$ cat src/bmps_ram.sv
`default_nettype none

module bmps_ram #(
    parameter  int WIDTH  = 30,
    parameter  int DEPTH  = 64,
    localparam int ADDR_W = (DEPTH > 1) ? $clog2(DEPTH) : 1
) (
    input  wire logic              aclk,
    input  wire logic              we,
    input  wire logic [ADDR_W-1:0] waddr,
    input  wire logic [WIDTH-1:0]  wdata,
    input  wire logic [ADDR_W-1:0] raddr,
    output logic      [WIDTH-1:0]  rdata
);

    logic [WIDTH-1:0] mem_reg [DEPTH];
    logic [WIDTH-1:0] rdata_reg;

    always_ff @(posedge aclk) begin
        if (we) begin
            mem_reg[waddr] <= wdata;
        end
        rdata_reg <= mem_reg[raddr];
    end

    assign rdata = rdata_reg;

endmodule

`default_nettype wire

$ cat config.mk
export PLATFORM = sky130hd
export DESIGN_NAME = bmps_ram
export DESIGN_NICKNAME = d
export VERILOG_FILES = /design/src/bmps_ram.sv
export SDC_FILE = /design/constraint.sdc
export NUM_CORES = 2
export LEC_CHECK = 0
export ABC_AREA = 1
export BUFFER_PORTS_ARGS = -buffer_cell sky130_fd_sc_hd__buf_2
export CORE_ASPECT_RATIO = 1.75
export CORE_MARGIN = 2
export CORE_UTILIZATION = 37
export DETAILED_ROUTE_END_ITERATION = 8
export PLACE_DENSITY = 0.62
export SLEW_MARGIN = 10
export SYNTH_ARGS = -nofsm -noshare
export SYNTH_HDL_FRONTEND = slang
export SYNTH_SLANG_ARGS = --single-unit
$ cat constraint.sdc
create_clock -name aclk -period 8.5 [get_ports aclk]
set_input_delay 0.85 -clock aclk [delete_from_list [all_inputs] [get_ports aclk]]
set_output_delay 0.85 -clock aclk [all_outputs]
set_load 0.005 [all_outputs]
==> flow_summary_export.csv <==
group,metric,value,unit
cts,cts_buffers,175,
synthesis,synth_top_area_share,0.738,
die,fp-row-count,223,
pwr,power,19.7,mW
die,start_util,0.371,
synthesis,netlist_area,0.0781,mm²
timing,fmax,259,MHz
final_layout,largest_reg_flops,1920,
die,core_region_area,0.210,mm²
detailed_routing,drc,0,
run,timing.max_cap.violations,0,
synthesis,synth_warnings,0,
cts,cts_tree,"yes",
global_routing,grt_pass1_vias,49372,
cts,clock-sinks,1950,
synthesis,synth-edff-count,1920,
synthesis,synthCells,6514,
global_routing,grt_start_max_net_pins,215,
detailed_routing,via_per_inst,5.42,
synthesis,synth_ff_type,"edfxtp_1",
synthesis,syn_nets,6558,
pwr,vdd_drop_max,143,µV
detailed_routing,vias,51101,
critical_path,critPathSlowestCell,"buf_4",
critical_path,required,9240,ps
die,die_y,612,µm
cts,clock_path_buffers,4,
critical_path,worstPathMaxFanout,127,
cts,clkTransAtPathRegs,70,ps
timing,clock_skew,42.5,ps
cts,postCtsHoldBufs,0,
critical_path,end_kind,"flip-flop",
placed_design,hpwlAfterDp,119000,µm
placed_design,io_buffers,73,
critical_path,crit_type,"input pin to flip-flop",
pwr,power_density,227,mW/mm²
global_routing,overflow,0,
timing,setup-violations-final,0,
final_layout,drive_above_1_share,0.0773,
synthesis,ys_types,18,
cts,post_cts_buffers,0,
run_status,status,"completed",
synthesis,synth_area_leader_cell,"edfxtp_1",
final_layout,final_cells,9425,
cts,cts_resized,0,
timing,fin_crit,3860,ps
final_layout,fillers,19374,
pwr,leakage,30.6,nW
critical_path,cp-start-kind,"input pin",
detailed_routing,antenna_left,0,
die,die_w,351,µm
synthesis,synth.area.top_cells,"edfxtp_1 (74%), nand2_1 (12%), nand3_1 (10%)",
placed_design,post-place-cells,9102,
timing,hold_slack,608,ps
timing,relSlewSlack,0.177,
placed_design,place.gp.congestion,0.803,
detailed_routing,post_drt_wl_per_cell,24.5,µm
detailed_routing,detail_route.iter0.violations,5309,
cts,htreeDepth,4,
global_routing,grtUsageTotal,0.212,
cts,clock_latency,830,ps
die,pin_count,74,
synthesis,synth_common_cells,"nand2_1 (2,430), edfxtp_1 (1,920), nand3_1 (1,627), buf_2 (237), clkbuf_1 (81)",
final_layout,seqCellArea,0.0583,mm²
timing,slew_violations,0,
final_layout,multiInputGateArea,0.0181,mm²
synthesis,yosys_register_bits,1950,
synthesis,ys_seq_area_frac,0.746,
die,dieArea,0.215,mm²
timing,worst_pin_slew,1230,ps
global_routing,grt_pass1_wl,334000,µm
critical_path,path_cells,"buf_8, buf_4, buf_4, nand2_1, nand3_1, nand3_1, nand2_1, nand2_1, nand3_1, nand3_1, nand2_1",
critical_path,crit_buf_inv,3,
timing,report.final.hold_viol_count,0,
global_routing,antenna_found_initial,16,
critical_path,crit_arrival,4600,ps
synthesis,synth_most_common_cell,"nand2_1",
critical_path,cpLargestDelayFamily,"buffers and inverters",
synthesis,syn_avg_cell_area,12.0,µm²
timing,fin_tns_setup,0,ps
timing,rsz0062_at_grt,"no",
synthesis,async_reset_ff_frac,0,
detailed_routing,first_pass_iters,8,
critical_path,max_stage_delay,860,ps
final_layout,areaGrowthSynthToFinish,11.3,%
cts,root_buffer,"clkbuf_16",
detailed_routing,drt-total-wl,231000,µm
hold_path,hold_path.class,"input pin to flip-flop",
final_layout,nNetsFinal,6511,
timing,fin_crit_sh,0.454,
routing by layer:
layer	vias up	track usage	routed length, µm
met1	25625	0.248	83500
met2	2114	0.379	119000
met3	532	0.0257	15500
met5	-	0	49
met4	8	0.109	12700
li1	22822	-	-
path summary, 6_finish.rpt:
path                                       from        end  slack (ps)  cells past startpoint
worst max-delay path                   raddr[0]  rdata[12]        4640                     11
worst min-delay path                   raddr[4]   rdata[9]         610                      4
worst max register to register  mem_reg[59][13]  rdata[13]        6640                      8
worst min register to register  mem_reg[60][17]  rdata[17]         800                      8
kinds of logic after synthesis:
logic type             synth area share
buffers and inverters            0.0294
flip-flops                        0.746
AND/OR/NAND/NOR                   0.225
cell usage in the layout (no fill, tap or decap), types with 3 or more instances in the layout:
master	n
clkbuf_16	180
inv_1	6
nor4_2	8
clkinv_2	32
nand2_1	2430
bufinv_16	15
clkinv_1	27
edfxtp_1	1920
buf_12	11
nand3_1	1627
nand4_1	9
buf_2	68
nor2_4	56
clkbuf_1	41
dfxtp_1	30
buf_8	3
clkinvlp_4	4
clkbuf_8	6
buf_4	115
diode_2	13
cell type report:
type | count | share of cell area
Antenna cell | 13 | 0.000374
Clock buffer | 227 | 0.0545
Clock inverter | 83 | 0.00912
Inverter | 12 | 0.000907
Multi-Input combinational cell | 4130 | 0.208
Sequential cell | 1950 | 0.670
Tap cell | 2812 | 0.0405
Timing Repair Buffer | 198 | 0.0170
power by group:
group | internal (mW) | switching (mW)
sequential | 10.6 | 0.0528
combinational | 0.279 | 0.921
clock | 4.39 | 3.47
metrics by stage:
step / setup WS [ps] / utilization / cell area (µm²)
global route: 4440 / 0.413 / 86900
detailed placement: 3870 / 0.387 / 81400
global placement: 3950 / 0.387 / 81400
finish: 4640 / 0.413 / 87000
CTS: 4720 / 0.413 / 86900
floorplan: 3720 / - / 78100
tightest hold or removal path, stage by stage:
cell and delay [ps]:
buf_4 250, nand3_1 150, nand3_1 70, nand2_1 50
No activity file was read; power rests on OpenSTA's default activity.
