[config.mk]
export PLATFORM = sky130hd
export DESIGN_NAME = bmps_div
export DESIGN_NICKNAME = d
export VERILOG_FILES = /design/src/bmps_pkg.sv /design/src/bmps_div.sv
export SDC_FILE = /design/constraint.sdc
export NUM_CORES = 1
export LEC_CHECK = 0
export CORE_UTILIZATION = 52
export CTS_CLUSTER_DIAMETER = 120
export DETAILED_ROUTE_END_ITERATION = 8
export DONT_BUFFER_PORTS = 1
export PLACE_DENSITY = 0.79
export SLEW_MARGIN = 10
export SYNTH_ARGS = -nofsm -noshare
export SYNTH_HDL_FRONTEND = slang
export SYNTH_SLANG_ARGS = --single-unit
[constraint.sdc]
create_clock -name aclk -period 0.8 [get_ports aclk]
set_input_delay 0.16 -clock aclk [delete_from_list [all_inputs] [get_ports aclk]]
set_output_delay 0.16 -clock aclk [all_outputs]
set_load 0.02 [all_outputs]
[src/bmps_pkg.sv]
`default_nettype none

package bmps_pkg;

    localparam int POS_W = 13;
    localparam int VAL_W = 30;

    localparam int BLOCK_SIZE_DEF = 64;
    localparam int NUM_BLOCKS_DEF = 64;
    localparam int CFG_RESET      = 4096;

    localparam logic [VAL_W-1:0] PRIME = VAL_W'(1000000007);

    // Divider result, handed from the divider to the sequencer.
    typedef struct packed {
        logic             done;
        logic [POS_W-1:0] quot;
        logic [POS_W-1:0] rem;
    } div_res_t;

    // Both operands below the prime.
    function automatic logic [VAL_W-1:0] mod_add(input logic [VAL_W-1:0] a,
                                                 input logic [VAL_W-1:0] b);
        logic [VAL_W:0] s;
        s = {1'b0, a} + {1'b0, b};
        if (s >= {1'b0, PRIME}) begin
            s = s - {1'b0, PRIME};
        end
        return s[VAL_W-1:0];
    endfunction

    // Any 30-bit value is below twice the prime.
    function automatic logic [VAL_W-1:0] mod_reduce(input logic [VAL_W-1:0] a);
        logic [VAL_W-1:0] r;
        r = a;
        if (a >= PRIME) begin
            r = a - PRIME;
        end
        return r;
    endfunction

endpackage

`default_nettype wire

[src/bmps_div.sv]
`default_nettype none

// Division by a constant through a reciprocal multiply: the quotient is registered
// first, then the remainder is registered from the registered quotient.
module bmps_div #(
    parameter int DIVISOR = bmps_pkg::BLOCK_SIZE_DEF
) (
    input  wire logic                       aclk,
    input  wire logic                       aresetn,
    input  wire logic                       start,
    input  wire logic [bmps_pkg::POS_W-1:0] dividend,
    output bmps_pkg::div_res_t              res
);

    import bmps_pkg::*;

    // Shift by POS_W + ceil(log2(DIVISOR)) with the multiplier rounded up:
    // exact for every POS_W-bit dividend.
    localparam int SHIFT  = POS_W + $clog2(DIVISOR);
    localparam int PROD_W = 2 * POS_W + 1;
    localparam int BACK_W = 2 * POS_W;

    localparam logic [POS_W:0]   RECIP = (POS_W + 1)'(((64'd1 << SHIFT) + 64'(DIVISOR) - 64'd1)
                                                      / 64'(DIVISOR));
    localparam logic [POS_W-1:0] DIV_C = POS_W'(DIVISOR);

    logic              stage_reg, stage_next;
    logic              done_reg, done_next;
    logic [POS_W-1:0]  dvd_reg, dvd_next;
    logic [POS_W-1:0]  quot_reg, quot_next;
    logic [POS_W-1:0]  rem_reg, rem_next;
    logic [PROD_W-1:0] prod;
    logic [BACK_W-1:0] back;

    always_comb begin
        prod       = PROD_W'(dividend) * PROD_W'(RECIP);
        back       = BACK_W'(quot_reg) * BACK_W'(DIV_C);
        stage_next = start;
        done_next  = stage_reg;
        dvd_next   = dvd_reg;
        quot_next  = quot_reg;
        rem_next   = rem_reg;
        if (start) begin
            dvd_next  = dividend;
            quot_next = POS_W'(prod >> SHIFT);
        end
        // Remainder is below the divisor, so the low bits suffice.
        if (stage_reg) begin
            rem_next = dvd_reg - back[POS_W-1:0];
        end
    end

    always_ff @(posedge aclk) begin
        if (!aresetn) begin
            stage_reg <= 1'b0;
            done_reg  <= 1'b0;
        end else begin
            stage_reg <= stage_next;
            done_reg  <= done_next;
        end
    end

    always_ff @(posedge aclk) begin
        dvd_reg  <= dvd_next;
        quot_reg <= quot_next;
        rem_reg  <= rem_next;
    end

    assign res.done = done_reg;
    assign res.quot = quot_reg;
    assign res.rem  = rem_reg;

endmodule

`default_nettype wire

==> results of run 1 <==
[cell usage in the layout, fill, tap and decap left out]
cell type / synthesis / routed
clkbuf_1: 0 / 1
dfxtp_4: 0 / 1
dlygate4sd3_1: 0 / 15
and2_1: 2 / 2
conb_1: 1 / 13
edfxtp_1: 19 / 19
dfxtp_2: 0 / 1
clkbuf_4: 0 / 3
[metrics by stage]
stage	instance area (µm²)	util [%]
2_1_floorplan	830	-
3_3_place_gp	691	51.2
3_5_place_dp	691	51.2
4_1_cts	871	64.5
5_1_grt	872	64.6
6_report	872	64.6
[path summary, 6_finish.rpt]
check	startpoint	endpoint	slack, ns	cells after the start
setup / recovery	rem_reg[4]$_DFFE_PP_	res[4]	-0.13	0
hold / removal	start	dvd_reg[4]$_DFFE_PP_	-0.01	0
setup reg to reg	done_next$_SDFF_PN0_	rem_reg[3]$_DFFE_PP_	0.10	0
hold reg to reg	dvd_reg[4]$_DFFE_PP_	rem_reg[4]$_DFFE_PP_	0.43	0
[layer usage]
layer,wire length [µm],vias to the layer above,global-route usage (%)
met1,253,131,9.02
li1,-,138,-
met4,11,0,10.0
met2,408,26,13.7
met5,0,-,0
met3,55,2,3.26
[timing repair]
| action | CTS | global route |
|---|---|---|
| endpoints found under the hold margin | 28 | 13 |
| setup endpoints to repair | 14 | 20 |
| setup buffers | 0 | 0 |
| gates resized for setup | 2 | 1 |
| pin swaps | 0 | 0 |
[cell families (layout without fill, tap and decap cells)]
kind of cell	count (synthesis)	after routing	share of synthesized area, %
other	1	13	0.478
DFF	21	21	77.8
buffers and inverters	21	19	20.1
and+or+nand+nor	2	2	1.59
[power by group through the flow]
stage          Clock [mW]  Sequential [mW]  Combinational, mW
2_1_floorplan           0             1.36              0.186
3_3_place_gp            0             1.41             0.0556
3_5_place_dp            0             1.41             0.0557
4_1_cts             0.459             1.39              0.112
5_1_grt             0.506             1.39              0.126
6_report            0.442             1.39              0.114
[cell type report]
type	instances	area [µm²]
well taps	15	18.8
multi-input cells	15	61.3
repair buffers	15	150
flip-flops and latches	21	616
clock buffers	4	26.3
fillers	95	478
==> flow_summary_export.csv, run 1 <==
group,metric,value,unit
run_status,status,"complete, but fails checks",
run_status,violations,"negative hold slack, negative setup slack",
floorplanning,io_pins,43,
finish,antenna_cells,0,
floorplanning,dieWidth,40.8,µm
worst_setup_path,cp.required,0.64,ns
sta,layout_setup_ws,-0.132,ns
power,pwr-share-clk,22.8,%
power,seqPwrFrac,71.4,%
yosys,syn_inst,45,
sta,drv_slew,0,
yosys,yosysWarnings,0,
finish,drive_above_1_share,9.09,%
flow_run,drv_cap,0,
sta,hold_violations,13,
sta,setup_viol,14,
place,post-place-ws,0.0290,ns
clocking,hold_buffers,15,
worst_setup_path,worstSetupPathType,"register to output pin",
power,switching_power,0.407,mW
power,p_leak,0.328,nW
yosys,synth.distinct_cells,5,
place,place.gp.congestion,0.616,
global_route,grt_pass1_wl,834,µm
worst_setup_path,path_max_fanout,1,
drt,firstDrtPassIters,2,
power,ir_drop,1.40,mV
worst_setup_path,arrival,0.77,ns
power,total_power,1.94,mW
global_route,grt_max_degree,15,
finish,largest_register_ff_count,13,
power,comb_power_share,5.9,%
clocking,insertion_delay,0.28,ns
worst_setup_path,cp-end-kind,"output pin",
power,power.density,2230,mW/mm²
drt,drc,0,
yosys,yosys.area.top_type,"edfxtp_1",
clocking,clk_pin_slew,0.09,ns
global_route,grt-ovfl-total,0,
floorplanning,initial_core_util,58.1,%
drt,vias,297,
yosys,synthFlopType,"edfxtp_1",
worst_hold_path,min-delay-path-class,"primary input to register",
power,swShare,21.0,%
floorplanning,die_y,40.8,µm
worst_setup_path,startpoint_type,"register",
sta,fin_crit,0.932,ns
drt,ant_nets,0,
yosys,synth_edf_count,19,
sta,grt_setup_unrepaired,"yes",
sta,setup_tns,-1.68,ns
clocking,clockRootBuffer,"clkbuf_4",
drt,wirelength,728,µm
floorplanning,rows,13,
drt,drtIter0Drc,5,
finish,instances_no_fill,70,
sta,min_period_over_period,117,%
drt,drt-vias-per-instance,4.24,
yosys,synth_common_cells,"buf_4 (21), edfxtp_1 (19), and2_1 (2), dfxtp_1 (2), conb_1 (1)",
finish,synthToLayoutAreaGrowth,11.2,%
clocking,numCtsBuffers,3,
global_route,grt_pass1_vias,201,
yosys,synth_seq_cells,21,
sta,skew,0.00129,ns
floorplanning,core,0.00135,mm²
clocking,htree_num_levels,1,
yosys,ys_seq_area_share,77.8,%
yosys,async_flop_share,0,%
clocking,clock_sink_count,21,
sta,whs,-0.0137,ns
sta,max_freq,1.07,GHz
clocking,clock_path_buffers,2,
floorplanning,dieArea,0.00167,mm²
yosys,yosysMostFrequentCell,"buf_4",
place,dp.cells,51,
drt,wl_per_cell,10.4,µm
yosys,avgSynthCellArea,17.4,µm²
global_route,antenna_found_initial,0,
finish,nets,72,
global_route,grt_util_all_layers,9.06,%
yosys,yosysTopAreaCellShare,72.7,%
clocking,cts_tree,"yes",
yosys,ys_top_cells_by_area,"edfxtp_1 (73%), buf_4 (20%), dfxtp_1 (5.1%), and2_1 (1.6%), conb_1 (0.48%)",
place,port_buffers,0,
yosys,netlist_area,785,µm²
power,intPower,1.53,mW
Note: power is estimated with default switching activity, not from simulation.
==> run 2, diff against run 1 <==
CELL_PAD_IN_SITES_DETAIL_PLACEMENT = 0   (was default)
CELL_PAD_IN_SITES_GLOBAL_PLACEMENT = 1   (was default)
CORE_UTILIZATION = 40   (was 52)
CTS_BUF_LIST = sky130_fd_sc_hd__clkbuf_16   (was default)
PLACE_DENSITY = 0.78   (was 0.79)
TNS_END_PERCENT = 100   (was default)
==> flow_summary_export.csv, run 2 (synthesis results as in run 1) <==
group,metric,value,unit
worst_setup_path,arrival,0.73,ns
flow_run,drv_cap,0,
worst_hold_path,hp-start,"dividend[10]",
run_status,status,"complete, but fails checks",
clocking,post_cts_buffers,0,
power,pwr-share-clk,40.3,%
place,place.gp.congestion,0.634,
floorplanning,io_pins,43,
drt,ant_nets,0,
sta,skew,0.00107,ns
run_status,violations,"negative setup slack",
drt,wirelength,769,µm
global_route,grt_pass1_wl,938,µm
floorplanning,die_y,46.3,µm
worst_hold_path,min-delay-path-class,"primary input to register",
clocking,insertion_delay,0.25,ns
floorplanning,rows,15,
power,switching_power,0.472,mW
sta,max_freq,1.13,GHz
place,port_buffers,0,
clocking,htree_num_levels,1,
power,ir_drop,1.77,mV
sta,min_period_over_period,111,%
drt,wl_per_cell,11.3,µm
finish,drive_above_1_share,11.6,%
drt,drt-vias-per-instance,3.97,
worst_setup_path,path_max_fanout,1,
finish,nets,60,
floorplanning,dieWidth,46.3,µm
global_route,grt_util_all_layers,7.28,%
worst_setup_path,worstSetupPathType,"register to output pin",
global_route,grt_pass1_vias,202,
sta,drv_slew,0,
drt,firstDrtPassIters,2,
global_route,grt_max_degree,15,
global_route,antenna_found_initial,0,
place,place_area,703,µm²
power,total_power,2.44,mW
drt,drc,0,
drt,top_layer,"met4",
finish,post-route-cell-area,815,µm²
worst_setup_path,startpoint_type,"register",
drt,vias,270,
clocking,numCtsBuffers,3,
clocking,cts_tree,"yes",
drt,drtIter0Drc,2,
worst_setup_path,cp.required,0.64,ns
sta,setup_viol,13,
power,intPower,1.97,mW
finish,synthToLayoutAreaGrowth,3.83,%
finish,final_common_cell,"edfxtp_1",
sta,fin_crit,0.888,ns
sta,layout_setup_ws,-0.0875,ns
drt,met2WireLength,381,µm
power,p_leak,0.303,nW
worst_setup_path,startpoint,"dvd_reg[10]$_DFFE_PP_",
power,power.density,3000,mW/mm²
sta,grt_setup_unrepaired,"yes",
global_route,grt-ovfl-total,0,
power,swShare,19.3,%
finish,antenna_cells,0,
drt,wl_met3,67,µm
floorplanning,dieArea,0.00214,mm²
power,seqPwrFrac,56.9,%
worst_setup_path,ff2ff_setup_slack,0.12,ns
place,dp_hpwl,600,µm
power,comb_power_share,2.8,%
clocking,clock_path_buffers,2,
floorplanning,initial_core_util,44.0,%
sta,hold_violations,0,
clocking,clock_sink_count,21,
worst_setup_path,cp-end-kind,"output pin",
drt,m1WireLength,297,µm
finish,final_cell_mix,"edfxtp_1 (19), conb_1 (13), clkbuf_16 (3), dlygate4sd3_1 (3)",
floorplanning,core,0.00178,mm²
clocking,clk_pin_slew,0.05,ns
finish,largest_register_ff_count,13,
worst_setup_path,reg2reg_from,"done_next$_SDFF_PN0_",
clocking,clockRootBuffer,"clkbuf_16",
==> run 2: cell type report <==
class,count,area (µm²)
fill,164,968
sequential,21,613
clock buffer,3,75.1
tap,25,31.3
multi-input combinational,15,61.3
clock inverter,1,3.75
timing repair buffer,3,30.0
==> run 2: power groups by stage <==
| stage | registers (mW) | clock network [mW] | logic [mW] |
|---|---|---|---|
| floorplan | 1.36 | 0 | 0.186 |
| finish | 1.39 | 0.985 | 0.0682 |
| detailed placement | 1.41 | 0 | 0.0557 |
| global placement | 1.41 | 0 | 0.0556 |
| global route | 1.40 | 1.04 | 0.0736 |
| CTS | 1.39 | 1.01 | 0.0557 |
==> run 2: final timing paths <==
check	endpoint	cells after the start
setup / recovery	res[17]	0
hold / removal	dvd_reg[10]$_DFFE_PP_	0
setup reg to reg	rem_reg[1]$_DFFE_PP_	0
hold reg to reg	rem_reg[3]$_DFFE_PP_	0
==> run 2: layer usage <==
layer	vias to the layer above	GRT usage (%)
met5	-	0
met4	0	7.06
met3	2	7.45
met2	23	9.30
met1	130	6.11
li1	115	-
==> run 2: per-stage QoR <==
| step | utilization, % | TNS, ns | setup WS (ns) | instances | hold slack (ns) |
|---|---|---|---|---|---|
| floorplan | - | 0 | 0.0710 | 57 | 0.259 |
| global placement | 39.4 | 0 | 0.0589 | 61 | 0.259 |
| detailed placement | 39.4 | 0 | 0.0423 | 61 | 0.259 |
| CTS | 43.9 | -1.13 | -0.102 | 65 | 0.00252 |
| global route | 45.7 | -1.28 | -0.106 | 68 | 0.00000182 |
| finish | 45.7 | -1.03 | -0.0875 | 68 | 0.00738 |
==> run 2: what timing repair did <==
action,CTS,global route
endpoints found under the hold margin,0,3
hold buffers,0,3
setup endpoints to repair,14,19
gates resized for setup,1,1
==> run 3, diff against run 2 <==
CELL_PAD_IN_SITES_DETAIL_PLACEMENT = 1   (was 0)
==> flow_summary_export.csv, run 3 (synthesis results as in run 1) <==
group,metric,value,unit
worst_setup_path,startpoint,"dvd_reg[10]$_DFFE_PP_",
sta,fin_crit,0.891,ns
power,ir_drop,1.20,mV
power,intPower,2.00,mW
clocking,numCtsBuffers,3,
floorplanning,initial_core_util,44.0,%
finish,seq_area,613,µm²
finish,drive_above_1_share,9.43,%
power,comb_power_share,4.3,%
power,p_leak,0.345,nW
power,swShare,20.2,%
finish,final_cell_mix,"edfxtp_1 (19), conb_1 (13), dlygate4sd3_1 (13), clkbuf_16 (3)",
floorplanning,die_y,46.3,µm
sta,whs,0.0164,ns
place,post-place-ws,0.0346,ns
global_route,grt_pass1_vias,265,
worst_hold_path,hold_path_depth,0,
sta,setup_viol,13,
clocking,htree_num_levels,1,
worst_setup_path,arrival,0.73,ns
worst_setup_path,reg2reg_depth,0,
floorplanning,rows,15,
drt,drtIter0Drc,1,
sta,grt_setup_unrepaired,"yes",
run_status,violations,"negative setup slack",
worst_setup_path,reg2reg_from,"done_next$_SDFF_PN0_",
global_route,grt-ovfl-total,0,
worst_setup_path,path_max_fanout,1,
run_status,status,"complete, but fails checks",
worst_setup_path,cp.required,0.64,ns
sta,layout_setup_ws,-0.0912,ns
finish,final_common_cell,"edfxtp_1",
worst_setup_path,ff2ff_setup_slack,0.11,ns
flow_run,drv_cap,0,
drt,wirelength,1000,µm
drt,firstDrtPassIters,2,
worst_setup_path,r2r-end,"rem_reg[5]$_DFFE_PP_",
floorplanning,dieArea,0.00214,mm²
drt,vias,300,
place,place.gp.congestion,0.634,
power,pwr-share-clk,40.3,%
sta,hold_violations,0,
power,switching_power,0.508,mW
clocking,cts_tree,"yes",
finish,fillerInstances,171,
drt,drt-vias-per-instance,3.85,
finish,antenna_cells,0,
clocking,clock_path_buffers,2,
global_route,antenna_found_initial,0,
worst_hold_path,min-delay-path-class,"primary input to register",
finish,largest_register_ff_count,13,
global_route,grt_max_degree,15,
sta,drv_slew,0,
place,port_buffers,0,
clocking,clockRootBuffer,"clkbuf_16",
worst_hold_path,hp-start,"start",
drt,ant_nets,0,
worst_setup_path,startpoint_type,"register",
power,seqPwrFrac,55.4,%
worst_hold_path,holdPathEnd,"dvd_reg[6]$_DFFE_PP_",
clocking,insertion_delay,0.25,ns
worst_setup_path,cp-end-kind,"output pin",
global_route,grt_pass1_wl,1260,µm
power,power.density,2750,mW/mm²
global_route,grt_util_all_layers,9.75,%
floorplanning,core,0.00178,mm²
drt,wl_per_cell,12.8,µm
worst_setup_path,worstSetupPathType,"register to output pin",
floorplanning,dieWidth,46.3,µm
clocking,clk_pin_slew,0.05,ns
drt,drc,0,
finish,multi_input_area,61.3,µm²
finish,synthToLayoutAreaGrowth,16.6,%
floorplanning,io_pins,43,
sta,min_period_over_period,111,%
sta,max_freq,1.12,GHz
finish,nets,70,
clocking,clock_sink_count,21,
sta,skew,0.00319,ns
-- run 3: cell types whose count changed in the layout (fill, tap and decap cells not counted) --
cell / delta
dlygate4sd3_1: +10
-- run 3: per-stage QoR --
| stage | TNS, ns | power (mW) | area (µm²) | utilization, % | std cells |
|---|---|---|---|---|---|
| after floorplan | 0 | 1.55 | 830 | - | 57 |
| after global placement | 0 | 1.47 | 703 | 39.4 | 61 |
| after detailed placement | 0 | 1.47 | 703 | 39.4 | 61 |
| after CTS | -1.20 | 2.50 | 863 | 48.4 | 73 |
| after global routing | -1.34 | 2.57 | 915 | 51.3 | 78 |
| final | -1.11 | 2.51 | 915 | 51.3 | 78 |
-- run 3: power by group through the flow --
stage	Combinational, mW	Sequential, mW	Clock (mW)
6_report	0.108	1.39	1.01
5_1_grt	0.117	1.40	1.05
4_1_cts	0.0857	1.39	1.02
3_5_place_dp	0.0556	1.42	0
3_3_place_gp	0.0556	1.41	0
2_1_floorplan	0.186	1.36	0
-- run 3: repair_timing --
item / CTS / global route
gates resized for setup: 1 / 1
setup endpoints to repair: 14 / 19
buffers inserted: 0 / 0
cloned: 0 / 0
endpoints found under the hold margin: 8 / 5
hold buffers: 8 / 5
-- run 3: how the worst max path moves through the flow --
stage	cells after the start	slack, ns	endpoint
after detailed placement	0	0.03	rem_reg[0]$_DFFE_PP_
after floorplan	0	0.07	rem_reg[0]$_DFFE_PP_
after global routing	0	-0.11	res[3]
final	0	-0.09	res[17]
after global placement	0	0.06	rem_reg[3]$_DFFE_PP_
after CTS	0	-0.10	res[17]
-- run 3: per-layer routing --
metal	GRT usage, %	up-vias	routed length, µm
li1	-	135	-
met5	0	-	0
met3	6.27	2	66
met2	15.8	22	571
met4	8.82	0	21
met1	7.85	141	341
-- run 3: cell type report --
type / instances / share of cell area, %
well taps: 25 / 3.42
repair buffers: 13 / 14.2
flip-flops and latches: 21 / 67.0
clock inverters: 1 / 0.410
multi-input cells: 15 / 6.70
clock buffers: 3 / 8.21
